<file path="src/sv/dopq_pkg.sv">
// Shared types and constants for the deadline ordered priority queue.
package dopq_pkg;

    localparam int DEPTH_DEF = 16;

    // One stored entry: tag, deadline date and effort level.
    typedef struct packed {
        logic [15:0] tag;
        logic [11:0] year;
        logic [3:0]  month;
        logic [4:0]  day;
        logic [1:0]  effort;
    } entry_t;

    localparam int ENTRY_W = $bits(entry_t);

    // Command codes of one request.
    typedef enum logic {
        CMD_INSERT = 1'b0,
        CMD_LIST   = 1'b1
    } cmd_t;

    // Result status codes.
    typedef enum logic [1:0] {
        ST_INSERTED = 2'd0,
        ST_DROPPED  = 2'd1,
        ST_LISTED   = 2'd2,
        ST_EMPTY    = 2'd3
    } status_t;

    // Sequencer states.
    typedef enum logic [2:0] {
        S_IDLE,
        S_INS_CHECK,
        S_INS_CMP,
        S_LST_RD,
        S_LST_OUT
    } seq_state_t;

endpackage

</file>
<file path="src/sv/dopq_ram.sv">
// Generic simple dual port RAM with registered read.
module dopq_ram #(
    parameter int WIDTH = 8,
    parameter int DEPTH = 16
) (
    input  logic                     clk,
    input  logic                     wr_en,
    input  logic [$clog2(DEPTH)-1:0] wr_addr,
    input  logic [WIDTH-1:0]         wr_data,
    input  logic [$clog2(DEPTH)-1:0] rd_addr,
    output logic [WIDTH-1:0]         rd_data
);

    logic [WIDTH-1:0] mem [DEPTH];

    // Write port and registered read port
    always_ff @(posedge clk)
    begin
        if (wr_en)
        begin
            mem[wr_addr] <= wr_data;
        end
        rd_data <= mem[rd_addr];
    end

endmodule

</file>
<file path="src/sv/dopq_key_cmp.sv">
// Priority key comparator: earlier date first, higher effort on an equal date.
module dopq_key_cmp (
    input  dopq_pkg::entry_t a,
    input  dopq_pkg::entry_t b,
    output logic             a_ahead
);

    import dopq_pkg::*;

    logic [20:0] date_a;
    logic [20:0] date_b;

    // Compare year, month and day as one concatenated key
    assign date_a  = {a.year, a.month, a.day};
    assign date_b  = {b.year, b.month, b.day};
    assign a_ahead = (date_a < date_b) || ((date_a == date_b) && (a.effort > b.effort));

endmodule

</file>
<file path="src/sv/deadline_ordered_priority_queue_unit.sv">
// Top level of the deadline ordered priority queue: sequencer, entry RAM and comparator.
//
// A request is taken when start is high and busy is low. An insert walks the
// stored entries from the tail, reading one entry, comparing it with the new
// key in the single comparator and moving it up one place; each entry that
// moves takes a RAM read, then a compare and write. A dropped insert and a
// list of an empty queue each give one result without touching the RAM. A list
// reads the RAM one entry at a time and puts out one result per entry. Each
// result appears on the result ports for exactly one cycle with out_valid high
// and cannot be held off, so the receiver must take every result the cycle it
// shows. The queue starts empty after reset and needs no clearing pass.
module deadline_ordered_priority_queue_unit #(
    parameter int DEPTH = dopq_pkg::DEPTH_DEF
) (
    input  logic        clk,
    input  logic        rst_n,
    input  logic        start,
    output logic        busy,
    input  logic        command,
    input  logic [15:0] task_tag,
    input  logic [11:0] due_year,
    input  logic [3:0]  due_month,
    input  logic [4:0]  due_day,
    input  logic [1:0]  effort,
    output logic        out_valid,
    output logic [1:0]  status,
    output logic [15:0] out_tag,
    output logic [11:0] out_year,
    output logic [3:0]  out_month,
    output logic [4:0]  out_day,
    output logic [1:0]  out_effort,
    output logic        last
);

    import dopq_pkg::*;

    localparam int AW = $clog2(DEPTH);
    localparam int CW = $clog2(DEPTH + 1);

    seq_state_t     state_reg, state_next;
    logic [CW-1:0]  count_reg, count_next;
    logic [CW-1:0]  idx_reg, idx_next;
    entry_t         new_reg, new_next;
    logic           out_valid_reg, out_valid_next;
    status_t        status_reg, status_next;
    entry_t         out_entry_reg, out_entry_next;
    logic           last_reg, last_next;

    logic           ram_wr_en;
    logic [AW-1:0]  ram_wr_addr;
    entry_t         ram_wr_data;
    logic [AW-1:0]  ram_rd_addr;
    entry_t         ram_rd_data;
    logic           new_ahead;
    logic [CW-1:0]  idx_dec;
    logic [CW-1:0]  idx_inc;
    entry_t         in_entry;

    assign in_entry = '{tag: task_tag, year: due_year, month: due_month,
                        day: due_day, effort: effort};
    assign idx_dec  = idx_reg - CW'(1);
    assign idx_inc  = idx_reg + CW'(1);

    dopq_ram #(
        .WIDTH (ENTRY_W),
        .DEPTH (DEPTH)
    ) u_ram (
        .clk     (clk),
        .wr_en   (ram_wr_en),
        .wr_addr (ram_wr_addr),
        .wr_data (ram_wr_data),
        .rd_addr (ram_rd_addr),
        .rd_data (ram_rd_data)
    );

    dopq_key_cmp u_cmp (
        .a       (new_reg),
        .b       (ram_rd_data),
        .a_ahead (new_ahead)
    );

    // Hold control state
    always_ff @(posedge clk or negedge rst_n)
    begin
        if (!rst_n)
        begin
            state_reg     <= S_IDLE;
            count_reg     <= '0;
            out_valid_reg <= 1'b0;
        end
        else
        begin
            state_reg     <= state_next;
            count_reg     <= count_next;
            out_valid_reg <= out_valid_next;
        end
    end

    // Hold working and result payload
    always_ff @(posedge clk)
    begin
        idx_reg       <= idx_next;
        new_reg       <= new_next;
        status_reg    <= status_next;
        out_entry_reg <= out_entry_next;
        last_reg      <= last_next;
    end

    // Sequence inserts and lists
    always_comb
    begin
        state_next     = state_reg;
        count_next     = count_reg;
        idx_next       = idx_reg;
        new_next       = new_reg;
        out_valid_next = 1'b0;
        status_next    = status_reg;
        out_entry_next = out_entry_reg;
        last_next      = last_reg;
        ram_wr_en      = 1'b0;
        ram_wr_addr    = idx_reg[AW-1:0];
        ram_wr_data    = new_reg;
        ram_rd_addr    = idx_reg[AW-1:0];

        case (state_reg)
            S_IDLE:
            begin
                if (start)
                begin
                    if (cmd_t'(command) == CMD_INSERT)
                    begin
                        if (count_reg == CW'(DEPTH))
                        begin
                            // Drop the request on a full queue
                            out_valid_next = 1'b1;
                            status_next    = ST_DROPPED;
                            out_entry_next = '0;
                            last_next      = 1'b1;
                        end
                        else
                        begin
                            new_next   = in_entry;
                            idx_next   = count_reg;
                            state_next = S_INS_CHECK;
                        end
                    end
                    else if (count_reg == '0)
                    begin
                        out_valid_next = 1'b1;
                        status_next    = ST_EMPTY;
                        out_entry_next = '0;
                        last_next      = 1'b1;
                    end
                    else
                    begin
                        idx_next   = '0;
                        state_next = S_LST_RD;
                    end
                end
            end

            S_INS_CHECK:
            begin
                if (idx_reg == '0)
                begin
                    // Reached the head: place the new entry there
                    ram_wr_en      = 1'b1;
                    count_next     = count_reg + CW'(1);
                    out_valid_next = 1'b1;
                    status_next    = ST_INSERTED;
                    out_entry_next = '0;
                    last_next      = 1'b1;
                    state_next     = S_IDLE;
                end
                else
                begin
                    ram_rd_addr = idx_dec[AW-1:0];
                    state_next  = S_INS_CMP;
                end
            end

            S_INS_CMP:
            begin
                ram_wr_en = 1'b1;
                if (new_ahead)
                begin
                    // Shift the predecessor up one place and keep walking
                    ram_wr_data = ram_rd_data;
                    idx_next    = idx_dec;
                    state_next  = S_INS_CHECK;
                end
                else
                begin
                    count_next     = count_reg + CW'(1);
                    out_valid_next = 1'b1;
                    status_next    = ST_INSERTED;
                    out_entry_next = '0;
                    last_next      = 1'b1;
                    state_next     = S_IDLE;
                end
            end

            S_LST_RD:
            begin
                state_next = S_LST_OUT;
            end

            S_LST_OUT:
            begin
                out_valid_next = 1'b1;
                status_next    = ST_LISTED;
                out_entry_next = ram_rd_data;
                last_next      = (idx_inc == count_reg);
                idx_next       = idx_inc;
                state_next     = (idx_inc == count_reg) ? S_IDLE : S_LST_RD;
            end

            default:
            begin
                state_next = S_IDLE;
            end
        endcase
    end

    assign busy       = (state_reg != S_IDLE);
    assign out_valid  = out_valid_reg;
    assign status     = status_reg;
    assign out_tag    = out_entry_reg.tag;
    assign out_year   = out_entry_reg.year;
    assign out_month  = out_entry_reg.month;
    assign out_day    = out_entry_reg.day;
    assign out_effort = out_entry_reg.effort;
    assign last       = last_reg;

endmodule

</file>
<file path="config.mk">
export PLATFORM = sky130hd
export DESIGN_NAME = deadline_ordered_priority_queue_unit
export DESIGN_NICKNAME = d
export VERILOG_FILES = /design/src/sv/dopq_pkg.sv /design/src/sv/dopq_ram.sv /design/src/sv/dopq_key_cmp.sv /design/src/sv/deadline_ordered_priority_queue_unit.sv
export SDC_FILE = /design/constraint.sdc
export NUM_CORES = 1
export LEC_CHECK = 0
export BUFFER_PORTS_ARGS = -buffer_cell sky130_fd_sc_hd__buf_2
export CORE_ASPECT_RATIO = 0.5
export CORE_UTILIZATION = 50
export DETAILED_ROUTE_END_ITERATION = 16
export PLACE_DENSITY_LB_ADDON = 0.2
export SETUP_SLACK_MARGIN = 0.4
export SLEW_MARGIN = 30
export SYNTH_ARGS = -nofsm -noshare
export SYNTH_HDL_FRONTEND = slang
export SYNTH_SLANG_ARGS = --single-unit
</file>
<file path="constraint.sdc">
create_clock -name clk -period 9.7 [get_ports clk]
set_input_delay 0.97 -clock clk [delete_from_list [all_inputs] [get_ports clk]]
set_output_delay 0.97 -clock clk [all_outputs]
set_load 0.01 [all_outputs]
</file>
# --- Word level (Yosys, flattened, before mapping) ---
# Memories as Yosys holds them, arrays and structs flattened. A register that Yosys moved wholly into a read port is not among the register bits.
# Cells that the tools add are included.
# W data, S select, Z words.
classes:
  n_addsub: 3
  reduce_logical: 14
  n_lt_le_gt_ge: 2
  mux: 52
  bitwise: 2
  eq_ne: 15
op_table:
  columns: ["operator", "n"]
  rows:
  - ["$mux W39", 8]
  - ["$pmux W39 S4", 1]
  - ["$mux W5", 7]
  - ["$eq A21 B21 Y1", 1]
  - ["$lt A21 B21 Y1", 1]
  - ["$mux W2", 8]
  - ["$mux W1", 15]
  - ["$pmux W3 S5", 1]
  - ["$pmux W5 S3", 1]
  - ["$mux W3", 4]
  - ["$ne A3 B3 Y1 const B", 4]
  - ["$add A5 B1 Y5 const B", 2]
  - ["$logic_not A5 Y1", 2]
  - ["$pmux W5 S2", 1]
  - ["$mux W4", 2]
  - ["$ne A2 B2 Y1 const B", 4]
  - ["$pmux W1 S4", 2]
  - ["$pmux W2 S4", 1]
  - ["$eq A3 B2 Y1 const B", 2]
  - ["$reduce_and A3 Y1", 2]
  - ["$reduce_and A6 Y1", 1]
  - ["$reduce_bool A3 Y1", 2]
  - ["$eq A5 B5 Y1", 1]
  - ["$eq A5 B5 Y1 const B", 1]
  - ["13 further kinds", 14]
word_totals:
  ram_bits: 624
  memories: 1
  inputBits: 43
  reg_bits: 95
  out_inout_bits: 44
mem_list:
  columns: ["name", "words", "word_bits", "read_ports", "rd_clocked_by_memory_dff", "wr", "line_no", "source"]
  rows:
  - ["u_ram.mem", 16, 39, 1, 1, 1, "dopq_ram.sv:14", "logic [WIDTH-1:0] mem [DEPTH];"]

# --- Logic depth before layout (Yosys ltp) ---
# Gate-level depths: netlist of run 1.
depth:
  ltp_word: 5
  depth_mapped: 11

# --- By module ---
# A second synthesis of run 1 with hierarchy kept.
unflattened:
  hier_cells: 1393
  area_unflattened_um2: 29164.2
modules_own_cells:
  columns: ["mod", "n_inst", "area_each_um2", "cells_each"]
  rows:
  - ["dopq_ram", 1, 24185.7, 1014]
  - ["deadline_ordered_priority_queue_unit", 1, 4388.0, 298]
  - ["dopq_key_cmp", 1, 590.6, 81]

# --- Worst setup path after synthesis of run 1 ---
# OpenSTA, ideal clock, no wires.
synth_timing:
  path_kind: "input to register"
  start: "input port command"
  end: "register last_reg, in the netlist last (enable)"
  n_path_buf: 0
  setup_time_ns: 0.453
  setup_slack_ns: 5.929
  stages: 3
  arrival_time_ns: 3.317
  path_cell_list: "xor2_1 > a31oi_1 > o211ai_1"
synth_between:
  elab_chain_cells: 2
synth_rtl:
  columns: ["element", "line_no", "source"]
  rows:
  - ["start, declared", "deadline_ordered_priority_queue_unit.sv:19", "input logic command,"]
  - ["$ne A3 B3 Y1 (no source line)", null, null]
  - ["$reduce_and A6 Y1 (no source line) *", null, null]
  - ["end signal, assigned", "deadline_ordered_priority_queue_unit.sv:106", "last_reg <= last_next;"]
  - ["end, declared", "deadline_ordered_priority_queue_unit.sv:47", "logic last_reg, last_next;"]
# Mark *: on every way between the ends. The rest lies on a longest branch, timed or not.
# A chain may end at the register's enable or synchronous reset.

# --- Worst setup path after layout of run 1 ---
layout_timing:
  start: "register idx_reg[0]"
  end: "register u_ram.rd_data[24], read port of u_ram.mem"
layout_between:
  elab_chain_cells: 3
layout_rtl:
  columns: ["element", "line_no", "source"]
  rows:
  - ["start, declared", "deadline_ordered_priority_queue_unit.sv:42", "logic [CW-1:0] idx_reg, idx_next;"]
  - ["start signal, assigned", "deadline_ordered_priority_queue_unit.sv:102", "idx_reg <= idx_next;"]
  - ["$sub A5 B1 Y5 or $logic_not A5 Y1 (tied branches)", "deadline_ordered_priority_queue_unit.sv:61, deadline_ordered_priority_queue_unit.sv:164", null]
  - ["$mux W4", "deadline_ordered_priority_queue_unit.sv:164", "if (idx_reg == '0)"]
  - ["$mux W4 *", "deadline_ordered_priority_queue_unit.sv:125", "case (state_reg)"]
  - ["end, declared", "dopq_ram.sv:11", "output logic [WIDTH-1:0] rd_data"]
# Marks and branches as above.

==> qor.txt, run 1 <==
SYNTHESIS
-----------------------------------------------------------------------------------------------------
Gate count after technology mapping                                                              1390
Most common cell in the synthesized netlist                                                  edfxtp_1
Yosys top cell area share                                                                       0.736
Unique cell type count in the Yosys netlist                                                        45
Largest cells by area after synthesis                                                    edfxtp_1 74%, mux4_2 12%, dfxtp_1 2.7%, a22oi_1 2.1%, mux2_2 1.6%
Area of the mapped netlist                                                                  29000 um2
Warning count from the yosys run                                                                    0
Number of register bits inferred by synthesis                                                     758
Mean area per synthesized cell                                                               20.8 um2
Simple-gate share of the synthesized area                                                      0.0283
Compound-gate portion of the synthesized area                                                  0.0310
Most used flip-flop cell after synthesis                                                     edfxtp_1
Cell taking the most area after synthesis                                                    edfxtp_1
Mux contribution to synthesized area                                                            0.137
Fraction of registers with async set/reset                                                     0.0119
Xor-xnor portion of the synthesized cell area                                                 0.00484
Count of flip-flops with a built-in enable after synthesis                                        710
Top cells by count, synth                                                                710 x edfxtp_1, 156 x mux4_2, 80 x a22oi_1, 60 x nand2_1, 41 x clkbuf_1
Net count of the mapped netlist                                                                  1463
Dominant combinational cell family by area after synthesis                               multiplexers
Sequential share of the synthesized area                                                        0.771
Post-synthesis share of cell area spent on full adders, half adders and majority gates         0.0130

CRITICAL PATH
-----------------------------------------------------------------------------------------------------
Element type at the critical path start                                                     flip-flop
Required time of the worst setup path                                                        10.18 ns
Arrival @ worst endpoint                                                                      4.85 ns
Type of the worst setup path                                                               reg -> reg
Critical Path Fanout Max                                                                           46
Endpoint kind of the worst setup timing path                                                flip-flop

TIMING
-----------------------------------------------------------------------------------------------------
Fin crit period                                                                               4.36 ns
Actual slew at the worst max-slew pin                                                         1.04 ns
Max transition margin                                                                           0.304
Total count of hold-check failures in the final report                                              0
Number of pins exceeding their max-slew limit in the final report                                   0
Final count of negative-setup-slack endpoints                                                       0
Tcrit/Tclk final                                                                                0.450
Total Negative Setup Slacks                                                                      0 ns
Unrepaired setup endpoints after global routing                                                    no
Skew final                                                                                  0.0220 ns
Highest attainable clock frequency                                                            229 MHz

CLOCK TREE
-----------------------------------------------------------------------------------------------------
Register clock-pin slew on the reported worst setup and hold paths                            0.06 ns
Cell at the root of the clock tree                                                          clkbuf_16
Max Buffers Root-to-Sink                                                                            3
Total clock buffers created by CTS                                                                 68
Post-CTS repair timing setup buffer count                                                           0
Total of cells resized after clock tree synthesis                                                   0
Clock insertion delay at the later pin of the skew report                                     0.60 ns
CTS hold repair buffers                                                                             0
TritonCTS clock tree                                                                             done
Number of levels the H-tree was split into                                                          3
Number of sinks on the clock net                                                                  758

PLACE
-----------------------------------------------------------------------------------------------------
RePlAce Congestion                                                                              0.812
Placement Cell Area                                                                         30300 um2
I/O Buffers                                                                                        86
Post-DP HPWL                                                                                 30900 um

FINISH
-----------------------------------------------------------------------------------------------------
Proportion of layout cells with a drive suffix above 1                                          0.274
Layout overhead on the synthesized area                                                         12.0%
Number of nets at the end of the flow                                                            1568
Antenna Cells                                                                                       0
Max FFs per register                                                                              624
Post-route cell area                                                                        32400 um2
Final core utilization                                                                          0.575

FLOORPLANNING
-----------------------------------------------------------------------------------------------------
Placeable Area                                                                              56400 um2
Die outline width                                                                              342 um
Die Height                                                                                     172 um
Number of rows created at floorplan                                                                61
Starting utilization of the core area                                                           0.514
Die outline area                                                                            59000 um2
I/O pins                                                                                           87

GLOBAL ROUTING
-----------------------------------------------------------------------------------------------------
Overall routing resource usage                                                                  0.220
Vias in the first global route                                                                  14300
GRT Residual Overflow                                                                               0
Initial antenna violation count                                                                     0
First-pass GRT wire length                                                                   92700 um
Pin count of the biggest net entering global routing                                              157

RUN STATUS
-----------------------------------------------------------------------------------------------------
Run status                                                                               finished clean

PWR
-----------------------------------------------------------------------------------------------------
Relative contribution of sequential cells to total power                                        0.575
Maximum vdd drop                                                                             0.107 mV
Fraction of power spent switching nets                                                          0.191
Switching pwr                                                                               0.00117 W
Internal power                                                                              0.00496 W
Post-layout power                                                                           0.00613 W
Relative contribution of combinational cells to total power                                     0.002
Total power density per cell area                                                          189 nW/um2
Clock share of power                                                                            0.424
Lkg Pwr                                                                                       10.7 nW

ROUTE
-----------------------------------------------------------------------------------------------------
Wire per inst                                                                                 27.5 um
Metal2 WL                                                                                    31100 um
Max layer used                                                                                   met4
Detail Route Antenna Nets                                                                           0
Vias post-DR                                                                                    13700
First-iteration detailed-routing DRC count                                                       1338
Detailed-route wire length                                                                   63500 um
Met3 wirelength from detailed routing                                                         4240 um
DRC errors left                                                                                     0
Number of iterations in the first detailed-routing pass                                             7
Met1 wire length                                                                             27100 um
Average via count per standard cell                                                              5.95

HOLD PATH
-----------------------------------------------------------------------------------------------------
Worst hold path class                                                                     in -> async

RUN
-----------------------------------------------------------------------------------------------------
Max_cap viols                                                                                       0

[power groups by stage]
stage	registers, W	logic, W	clock network [W]
floorplan	0.00359	0.000000643	0
global placement	0.00359	0.0000104	0
detailed placement	0.00359	0.0000107	0
CTS	0.00352	0.0000109	0.00263
global route	0.00352	0.0000117	0.00276
finish	0.00352	0.0000107	0.00260
[layout by cell type (no fill, tap or decap), drive strengths merged, types with 30 or more instances in the layout]
cell type / instances
edfxtp: 710
mux4: 156
buf: 101
clkbuf: 92
a22oi: 80
nand2: 60
mux2: 40
dfxtp: 39
inv: 32
nor2: 32
ha: 30
[layout make-up]
| cell class | count | area [um2] |
|---|---|---|
| Fill cell | 4023 | 24000 |
| Inverter | 30 | 113 |
| Clock buffer | 92 | 1890 |
| Clock inverter | 33 | 248 |
| Tap cell | 756 | 946 |
| Sequential cell | 758 | 22300 |
| Timing Repair Buffer | 101 | 612 |
| Multi-Input combinational cell | 536 | 6310 |
[critical path: stages, from the launching register on]
cell      delay, ns
edfxtp_1       0.50
inv_1          0.23
ha_1           0.30
nor4b_4        0.29
nand2b_4       0.23
xnor2_2        0.15
buf_12         0.30
buf_16         0.32
buf_16         0.31
buf_6          0.58
mux4_2         0.60
a22oi_1        0.21
nand2_1        0.09
[worst paths after layout]
check,start,to,slack (ns),depth (start not counted)
worst max register to register,idx_reg[0],u_ram.rd_data[24],5.34,12
min in group clk,due_year[7],new_reg[18],0.54,1
max in group asynchronous,rst_n,state_reg[0],9.29,1
worst min register to register,u_ram.rd_data[29],out_tag[6],0.57,1
worst min-delay path,rst_n,state_reg[1],0.23,1
worst max-delay path,idx_reg[0],u_ram.rd_data[24],5.34,12
[per-stage QoR]
| stage | setup WS [ns] | std cells | hold WS (ns) |
|---|---|---|---|
| floorplan | 5.93 | 1390 | 0.500 |
| global route | 4.98 | 2306 | 0.222 |
| CTS | 5.15 | 2304 | 0.219 |
| finish | 5.34 | 2306 | 0.226 |
| detailed placement | 5.15 | 2179 | 0.557 |
| global placement | 5.40 | 2179 | 0.552 |
[routing by layer]
metal / vias up / track usage
met5: - / 0
met4: 0 / 0.0538
met3: 84 / 0.0410
met2: 466 / 0.363
met1: 7261 / 0.306
li1: 5911 / -
[kinds of logic after synthesis]
group | count (synthesis)
AO/OA/AOI/OAI | 128
XOR/XNOR | 16
adder cells (fa/ha/maj) | 30
buffers and inverters | 96
flip-flops | 758
multiplexers | 196
AND/OR/NAND/NOR | 166
Power figures use the tool's default switching activity.
==> run 2, diff against run 1 <==
==> constraint.sdc (replaced) <==
create_clock -name clk -period 4.3 [get_ports clk]
set_input_delay 0.43 -clock clk [delete_from_list [all_inputs] [get_ports clk]]
set_output_delay 0.43 -clock clk [all_outputs]
set_load 0.01 [all_outputs]
==> run 2 against run 1 <==
The run now ends with design-rule violations left. First-iteration DRC count up 21%. Clock-buffer cell count shrank 7. Cell count grew 2.6%. Core utilization up 0.79 points. Worst hold slack worse by 0.19 ns. Routed wire length is 7.2% higher. Sequential cell count stayed put. Critical endpoint is now u_ram.mem[1][11].
==> qor.txt, run 2 (synthesis gave the netlist of run 1 again) <==
FLOORPLANNING
-------------------------------------------------------------------------------------
Die Height                                                                     172 um   unchanged
Starting utilization of the core area                                           0.514   unchanged
Number of rows created at floorplan                                                61   unchanged
Die outline width                                                              342 um   unchanged
Die outline area                                                            59000 um2   unchanged
Placeable Area                                                              56400 um2   unchanged
I/O pins                                                                           87   unchanged

CLOCK TREE
-------------------------------------------------------------------------------------
Cell at the root of the clock tree                                          clkbuf_16
TritonCTS clock tree                                                             done
Total of cells resized after clock tree synthesis                                   0   unchanged
Total clock buffers created by CTS                                                 61   -10%
Number of sinks on the clock net                                                  758   unchanged
Max Buffers Root-to-Sink                                                            3   unchanged
Clock insertion delay at the later pin of the skew report                     0.63 ns   +0.03 ns
Number of levels the H-tree was split into                                          2   -1
Register clock-pin slew on the reported worst setup and hold paths            0.07 ns   about the same

ROUTE
-------------------------------------------------------------------------------------
First-iteration detailed-routing DRC count                                       1617   +21%
Max layer used                                                                   met5
Detail Route Antenna Nets                                                           0   unchanged
Number of iterations in the first detailed-routing pass                            11   +4
Metal2 WL                                                                    31500 um   +1.4%
Met1 wire length                                                             29700 um   +9.5%
Wire per inst                                                                 28.8 um   +4.5%
Detailed-route wire length                                                   68000 um   +7.2%
Average via count per standard cell                                              6.10   +2.4%
DRC errors left                                                                     4   +4
Vias post-DR                                                                    14400   +5.1%
Met3 wirelength from detailed routing                                         5460 um   +29%

FINISH
-------------------------------------------------------------------------------------
Proportion of layout cells with a drive suffix above 1                          0.281   +0.00720
Layout overhead on the synthesized area                                         13.5%
Antenna Cells                                                                       0   unchanged
Most frequent cells in the layout                                        710 x edfxtp_1, 156 x mux4_2, 86 x buf_2, 80 x a22oi_1, 61 x clkbuf_16
Layout filler cell count                                                         4041   +0.45%
Number of nets at the end of the flow                                            1631   +4.0%
Most frequent standard cell in the layout excluding fill and tap cells       edfxtp_1
Max FFs per register                                                              624   unchanged

CRITICAL PATH
-------------------------------------------------------------------------------------
Count of cells along the worst register-to-register path                            8   -4
Required time of the worst setup path                                         4.62 ns   -5.56 ns
Slowest cell on the critical path                                             nand2_2
Arrival @ worst endpoint                                                      4.09 ns   -0.76 ns
Crit path cell chain                                                     ha_1 -> nand4_1 -> nor4_1 -> o31a_1 -> o21ai_1 -> nand2_2 -> buf_4 -> mux2_2
Endpoint kind of the worst setup timing path                                flip-flop
Delay of the slowest cell on the worst path                                   0.59 ns   about the same
Type of the worst setup path                                               reg -> reg
Critical Path Fanout Max                                                           19   -59%
Element type at the critical path start                                     flip-flop

GLOBAL ROUTING
-------------------------------------------------------------------------------------
Pin count of the biggest net entering global routing                               65   -59%
Initial antenna violation count                                                     2   +2
Vias in the first global route                                                  14600   +1.9%
GRT Residual Overflow                                                               0   unchanged
Overall routing resource usage                                                  0.235   +0.0154
First-pass GRT wire length                                                   98700 um   +6.4%

TIMING
-------------------------------------------------------------------------------------
Fin crit period                                                               3.77 ns   -0.593 ns
Unrepaired setup endpoints after global routing                                    no
Highest attainable clock frequency                                            265 MHz   +16%
Max transition margin                                                           0.330   +0.0258
Skew final                                                                  0.0288 ns   +0.00681 ns
Final count of negative-setup-slack endpoints                                       0   unchanged
Total count of hold-check failures in the final report                              0   unchanged
Actual slew at the worst max-slew pin                                         1.00 ns   -0.0387 ns
Number of pins exceeding their max-slew limit in the final report                   0   unchanged
Tcrit/Tclk final                                                                0.877   +0.427
Total Negative Setup Slacks                                                      0 ns   unchanged
Tightest hold margin                                                        0.0312 ns   -0.195 ns

HOLD PATH
-------------------------------------------------------------------------------------
Number of cells on the worst hold path                                              1
Worst hold path class                                                       in -> reg

PLACE
-------------------------------------------------------------------------------------
I/O Buffers                                                                        86   unchanged
RePlAce Congestion                                                              0.790   -2.7%
Post-DP HPWL                                                                 37400 um   +21%

RUN STATUS
-------------------------------------------------------------------------------------
Violations in the final reports                                          design-rule violations
Run status                                                               complete, but fails checks

PWR
-------------------------------------------------------------------------------------
Total power density per cell area                                          409 nW/um2   +120%
Maximum vdd drop                                                             0.322 mV   +200%
Lkg Pwr                                                                       11.0 nW   +2.2%
Post-layout power                                                            0.0134 W   +120%

RUN
-------------------------------------------------------------------------------------
Max_cap viols                                                                       0   unchanged

run 2: changes by cell type in the layout (fill, tap and decap cells not counted), moves of 2 or more:
| cell | change |
|---|---|
| and2_4 | -16 |
| clkinv_8 | -2 |
| clkinv_1 | -5 |
| clkinv_2 | +6 |
| buf_12 | +9 |
| dlygate4sd3_1 | +36 |
| buf_4 | +27 |
| clkbuf_8 | +3 |
| clkinv_4 | -4 |
| clkbuf_16 | -10 |
| and2_2 | +16 |
run 2: cell type report:
cell class	count	area, um2	share of cell area
Sequential cell	758	22300	0.679
Clock inverter	30	230	0.00700
Tap cell	756	946	0.0288
Inverter	30	113	0.00342
Timing Repair Buffer	171	1320	0.0400
Multi-Input combinational cell	536	6280	0.191
Clock buffer	85	1680	0.0510
run 2: worst paths after layout:
kind                                   start               end  slack [ns]
max reg2reg                      new_reg[14]  u_ram.mem[1][11]        0.53
min                             task_tag[10]       new_reg[33]        0.03
min in group asynchronous              rst_n      count_reg[0]        0.21
max                              new_reg[14]  u_ram.mem[1][11]        0.53
min reg2reg                u_ram.rd_data[34]       out_tag[11]        0.57
max in group asynchronous              rst_n      state_reg[1]        3.88
run 2: per-stage QoR:
stage	setup slack (ns)	std cells	area [um2]	utilization
2_1_floorplan	0.734	1390	29000	-
3_3_place_gp	0.649	2214	30600	0.542
3_5_place_dp	0.612	2215	30600	0.543
4_1_cts	0.589	2366	32900	0.583
5_1_grt	0.480	2366	32900	0.583
6_report	0.528	2366	32900	0.583
run 2: report_power, final:
group | switching [W] | internal (W)
combinational | 0.0000173 | 0.0000351
clock | 0.00254 | 0.00291
sequential | 0 | 0.00794
run 2: repair_timing:
| action | CTS | global route |
|---|---|---|
| hold endpoints to repair | 44 | 0 |
| buffers inserted | 0 | 0 |
| hold buffers | 36 | 0 |
run 2: per-layer routing:
metal  vias to the layer above  track usage
li1                       6027            -
met1                      7679        0.350
met2                       601        0.365
met3                       112       0.0421
met4                         2       0.0571
met5                         -            0
run 2: critical path, delay by kind of cell (launching register included):
kind	cells	cell delay, ns
AO/OA/AOI/OAI	2	0.42
adder cells (fa/ha/maj)	1	0.37
buffers and inverters	1	0.31
flip-flops	1	0.44
multiplexers	1	0.48
AND/OR/NAND/NOR	3	1.44
